$ cat src/rtl/core/e2q_pkg.sv
`default_nettype none

package e2q_pkg;

  // Field widths of the transactions.
  localparam int ANGLE_BITS     = 16;
  localparam int COMPONENT_BITS = 16;

  // Default number of CORDIC rotations, one pipeline stage each.
  localparam int CORDIC_STEPS_DEF = 16;

  // Internal datapath widths.
  localparam int XW = 32;  // CORDIC x and y, Q2.30
  localparam int ZW = 29;  // CORDIC angle accumulator, 2^-20 degree
  localparam int PW = 64;  // product of two terms, Q60
  localparam int RW = 33;  // product rounded back to Q30
  localparam int TW = 65;  // triple product, Q60
  localparam int SW = 66;  // sum of two triple products, Q60

  localparam int Q_FRAC    = 30;
  localparam int OUT_SHIFT = 60 - (COMPONENT_BITS - 1);

  // Half angle arithmetic in units of 1/128 degree.
  localparam logic [16:0] HALF_TURN_UNITS     = 17'd46080;
  localparam logic [16:0] QUARTER_UNITS       = 17'd11520;
  localparam logic [16:0] HALF_UNITS          = 17'd23040;
  localparam logic [16:0] THREE_QUARTER_UNITS = 17'd34560;
  localparam int          ANGLE_SCALE_SHIFT   = 13;

  localparam logic signed [XW-1:0] INV_GAIN_Q30 = 32'sd652032874;

  localparam int ATAN_DEG_Q20 [32] = '{
    47185920, 27855475, 14718068, 7471121, 3750058, 1876857, 938658, 469358,
    234682, 117342, 58671, 29335, 14668, 7334, 3667, 1833,
    917, 458, 229, 115, 57, 29, 14, 7,
    4, 2, 1, 0, 0, 0, 0, 0
  };

  typedef struct packed {
    logic signed [ANGLE_BITS-1:0] pitch_angle;
    logic signed [ANGLE_BITS-1:0] yaw_angle;
    logic signed [ANGLE_BITS-1:0] roll_angle;
  } angles_t;

  typedef struct packed {
    logic signed [COMPONENT_BITS-1:0] quat_w;
    logic signed [COMPONENT_BITS-1:0] quat_x;
    logic signed [COMPONENT_BITS-1:0] quat_y;
    logic signed [COMPONENT_BITS-1:0] quat_z;
  } quat_t;

  // Rotation angle of CORDIC step i, in accumulator units.
  function automatic logic signed [ZW-1:0] atan_z(input int i);
    logic [4:0] idx;
    idx = i[4:0];
    return ZW'(ATAN_DEG_Q20[idx]);
  endfunction

endpackage

`default_nettype wire

$ cat src/rtl/core/e2q_cordic.sv
`default_nettype none

// Pipelined cosine and sine of a half angle: one range reduction stage,
// one stage per rotation and a final sign correction stage.
module e2q_cordic #(
  parameter int CORDIC_STEPS = e2q_pkg::CORDIC_STEPS_DEF
) (
  input  wire logic                                     clk_i,
  input  wire logic signed [e2q_pkg::ANGLE_BITS-1:0]    angle_i,
  output logic signed [e2q_pkg::XW-1:0]                 cos_o,
  output logic signed [e2q_pkg::XW-1:0]                 sin_o
);

  logic signed [16:0]               a_ext;
  logic [16:0]                      a_pos;
  logic signed [16:0]               a_fold;
  logic                             fold_neg;

  logic signed [e2q_pkg::XW-1:0]    x_d   [CORDIC_STEPS+1];
  logic signed [e2q_pkg::XW-1:0]    y_d   [CORDIC_STEPS+1];
  logic signed [e2q_pkg::ZW-1:0]    z_d   [CORDIC_STEPS+1];
  logic                             neg_d [CORDIC_STEPS+1];
  logic signed [e2q_pkg::XW-1:0]    x_q   [CORDIC_STEPS+1];
  logic signed [e2q_pkg::XW-1:0]    y_q   [CORDIC_STEPS+1];
  logic signed [e2q_pkg::ZW-1:0]    z_q   [CORDIC_STEPS+1];
  logic                             neg_q [CORDIC_STEPS+1];

  logic signed [e2q_pkg::XW-1:0]    cos_q;
  logic signed [e2q_pkg::XW-1:0]    sin_q;

  // Reduce the half angle modulo a full turn and fold it into a quarter turn
  // either side of zero; a fold by a half turn flips both signs.
  always_comb begin
    a_ext = 17'(angle_i);
    if (a_ext[16]) begin
      a_pos = a_ext + e2q_pkg::HALF_TURN_UNITS;
    end else begin
      a_pos = a_ext;
    end
    fold_neg = 1'b0;
    if (a_pos > e2q_pkg::QUARTER_UNITS && a_pos < e2q_pkg::THREE_QUARTER_UNITS) begin
      a_fold   = a_pos - e2q_pkg::HALF_UNITS;
      fold_neg = 1'b1;
    end else if (a_pos >= e2q_pkg::THREE_QUARTER_UNITS) begin
      a_fold = a_pos - e2q_pkg::HALF_TURN_UNITS;
    end else begin
      a_fold = a_pos;
    end
  end

  always_comb begin
    x_d[0]   = e2q_pkg::INV_GAIN_Q30;
    y_d[0]   = '0;
    z_d[0]   = {a_fold[15:0], {e2q_pkg::ANGLE_SCALE_SHIFT{1'b0}}};
    neg_d[0] = fold_neg;
    for (int i = 0; i < CORDIC_STEPS; i++) begin
      if (!z_q[i][e2q_pkg::ZW-1]) begin
        x_d[i+1] = x_q[i] - (y_q[i] >>> i);
        y_d[i+1] = y_q[i] + (x_q[i] >>> i);
        z_d[i+1] = z_q[i] - e2q_pkg::atan_z(i);
      end else begin
        x_d[i+1] = x_q[i] + (y_q[i] >>> i);
        y_d[i+1] = y_q[i] - (x_q[i] >>> i);
        z_d[i+1] = z_q[i] + e2q_pkg::atan_z(i);
      end
      neg_d[i+1] = neg_q[i];
    end
  end

  always_ff @(posedge clk_i) begin
    x_q   <= x_d;
    y_q   <= y_d;
    z_q   <= z_d;
    neg_q <= neg_d;
    cos_q <= neg_q[CORDIC_STEPS] ? -x_q[CORDIC_STEPS] : x_q[CORDIC_STEPS];
    sin_q <= neg_q[CORDIC_STEPS] ? -y_q[CORDIC_STEPS] : y_q[CORDIC_STEPS];
  end

  assign cos_o = cos_q;
  assign sin_o = sin_q;

endmodule

`default_nettype wire

$ cat config.mk
export PLATFORM = sky130hd
export DESIGN_NAME = e2q_cordic
export DESIGN_NICKNAME = d
export VERILOG_FILES = /design/src/rtl/core/e2q_pkg.sv /design/src/rtl/core/e2q_cordic.sv
export SDC_FILE = /design/constraint.sdc
export NUM_CORES = 2
export LEC_CHECK = 0
export BUFFER_PORTS_ARGS = -buffer_cell sky130_fd_sc_hd__buf_2
export CAP_MARGIN = 10
export CELL_PAD_IN_SITES_DETAIL_PLACEMENT = 0
export CELL_PAD_IN_SITES_GLOBAL_PLACEMENT = 1
export CORE_UTILIZATION = 45
export DETAILED_ROUTE_END_ITERATION = 10
export PLACE_DENSITY = 0.84
export RECOVER_POWER = 50
export SLEW_MARGIN = 40
export SYNTH_ARGS = -nofsm -noshare
export SYNTH_HDL_FRONTEND = slang
export SYNTH_SLANG_ARGS = --single-unit
$ cat constraint.sdc
create_clock -name clk_i -period 4.4 [get_ports clk_i]
set_input_delay 0.66 -clock clk_i [delete_from_list [all_inputs] [get_ports clk_i]]
set_output_delay 0.66 -clock clk_i [all_outputs]
set_load 0.005 [all_outputs]
==> metrics <==
Worst R2R Start x_q[420]$_DFF_P_; Worst setup SP type flop; critical path class reg -> reg; all-layer global routing usage 0.238; r2r setup slk -0.03 ns; reg2reg end y_q[415]$_DFF_P_; clock sink count 1407; Commonest cells post-synth dfxtp_1 (1407), ha_1 (1369), a21oi_1 (1284); largest net degree at the start of global routing 52; Num CTS Buffers 161; async set-reset flop share out of synthesis 0; area share of the leading cell type in the synthesized netlist 0.271; fmax 226 MHz; Seq/Total Area, Yosys 0.271; Worst Hold Path Cells 2; CTS H-tree depth 4; Worst Path Arrival 5.18 ns; total gr overflow 0; width of the die 482 microns; Post-synth EDFFs 0; Synth cell types 103; R2R cell count 19; Mapped Area 104000 sq um; cell taking the most area after synthesis dfxtp_1; setup TNS -0.0286 ns; first-pass GRT wire length 452000 microns; Root Driver clkbuf_16; predominant post-synthesis flop cell dfxtp_1; Die Span Y 482 microns; Gate Count Post-Synth 12.2k; minimum clock period 4.43 ns; fin. max-slew vios 0; clk_skew 0.0332 ns; post-DR wirelength/cell 18.0 microns; final setup violation count 1; top area cells in the synthesized netlist dfxtp_1 (27%), ha_1 (17%), xnor2_1 (9.5%); area of the multi-input gates 74400 sq um; Max-slew headroom 0.339; Synth Net Count 13.7k; # IOs 81; CP endpoint kind flop; total core area 228000 sq um; Worst Max-Slew Pin Slew 0.991 ns; layout cell share with drive strength beyond 1 0.0899; routed wire length 286000 microns; Worst-path clk slew 0.06 ns; routed vias/inst 5.67; Routed Antenna Nets 0; latest clock arrival within the worst-skew pair 0.83 ns; IO buf count 80; Post-Syn Area per Cell 8.49 sq um; Core Util, Final 0.516; TritonCTS clock tree yes; RSZ-0062 raised after global routing true; setup slack after layout -0.0286 ns; CP Max Fanout 4; site row count 175; die area 233000 sq um; Worst Hold Class in -> reg; vias in the first global route 86.5k; gp weighted congestion 0.948; worst hold start angle_i[9]; count leader, synth dfxtp_1; worst hold path endpoint z_q[486]$_DFF_P_; fillers 21.2k; initial drt markers 5698; failing checks negative setup slack; #FFs+latches synth 1407; Req. time, crit path 5.15 ns; final hold vios 0; status finished, violations left; drt first pass iters 6; yosys warns 0; Max Cap Viol 0; HPWL Detailed 232000 microns; Bufs on Longest Clock Path 3; Initial Util 0.455; Vias 90.0k; Placement Setup Slack -0.205 ns; Sequential cell area 28200 sq um; Layout Nets 14.2k; final critical-path share of the clock period 1.01; initial antenna violation count 7; Syn-to-layout area delta 13.4%; # DRC 0
[kinds of logic after synthesis]
family,count (synthesis),share of synthesized area
xor+xnor,1702,0.144
other cells,1,0.0000361
mux,101,0.0102
buf+inv,692,0.0250
fa+ha+maj,1415,0.174
compound gates,3596,0.219
flops,1407,0.271
simple gates,3313,0.157
[cell usage in the layout (no fill, tap or decap), drive strengths merged, types with 51 or more instances in the layout]
cell type	netlist	final
a211oi	124	124
nor2b	174	174
mux2i	60	60
nor2	1048	1048
a21oi	1284	1284
o21bai	125	125
clkbuf	163	211
a21o	500	500
o21ai	636	636
xor2	579	579
ha	1369	1369
xnor2	1123	1123
and2	87	87
nor3	353	353
a31oi	137	137
buf	23	528
inv	504	519
and3	128	128
nand3	198	198
o31ai	77	77
nand2	634	634
nand4	82	82
nor4	96	96
dfxtp	1407	1407
or4	55	55
nand2b	194	194
o21a	176	176
o41ai	51	51
o211ai	68	68
or3	82	82
[what timing repair did]
item	4_1_cts	5_1_grt
gates resized for setup	11	257
endpoints found under the hold margin	9	0
endpoints found under the setup margin	13	141
buffers inserted	0	36
pin swaps	3	79
hold buffers	9	0
[cell type report]
type | instances | share of cell area
multi-input combinational | 10128 | 0.632
sequential | 1407 | 0.239
clock buffer | 197 | 0.0373
timing repair buffer | 551 | 0.0341
tap | 3009 | 0.0320
inverter | 506 | 0.0162
clock inverter | 87 | 0.00930
antenna | 2 | 0.0000425
[worst max path at each step]
stage	from	to	slack, ns	depth (start not counted)
2_1_floorplan	z_q[347]$_DFF_P_	z_q[317]$_DFF_P_	0.02	15
3_3_place_gp	x_q[419]$_DFF_P_	y_q[415]$_DFF_P_	-0.18	19
3_5_place_dp	y_q[331]$_DFF_P_	x_q[316]$_DFF_P_	-0.21	18
4_1_cts	y_q[331]$_DFF_P_	x_q[314]$_DFF_P_	0.005	18
5_1_grt	x_q[419]$_DFF_P_	y_q[415]$_DFF_P_	-0.16	19
6_report	x_q[420]$_DFF_P_	y_q[415]$_DFF_P_	-0.03	19
[registers in the layout (all words and copies together) (netlist names)]
name   count
sin_o     32
z_q      385
x_q      460
neg_d     16
cos_o     32
neg_q      1
y_q      481
[per-stage QoR]
stage	hold slack, ns	cell area [sq um]	instances
after floorplan	0.310	104000	12227
after global placement	0.314	111000	15557
after detailed placement	0.312	111000	15557
after CTS	0.0524	116000	15850
after global routing	0.0804	118000	15886
final	0.114	118000	15887
[metal layers]
metal  track usage  part of all wire
met2         0.419              0.48
met4        0.0737             0.029
met3        0.0266             0.041
met5             0                 0
met1         0.301              0.45
[critical path: stages, from the launching register on]
cell and delay, ns:
dfxtp_1 0.31, inv_2 0.07, ha_4 0.15, nand2b_4 0.05, or4_4 0.52, nor4_4 0.21, buf_4 0.15, and3b_2 0.20
buf_4 0.11, a21oi_1 0.06, xnor2_1 0.15, ha_1 0.32, and3_4 0.18, nor2b_4 0.13, or3_4 0.39, o41a_1 0.44
a41o_1 0.21, or4_1 0.42, o211ai_1 0.12, xnor2_1 0.14
Power is not shown: default switching activity piles up to over one toggle a cycle in this logic, so the estimate is an artifact.
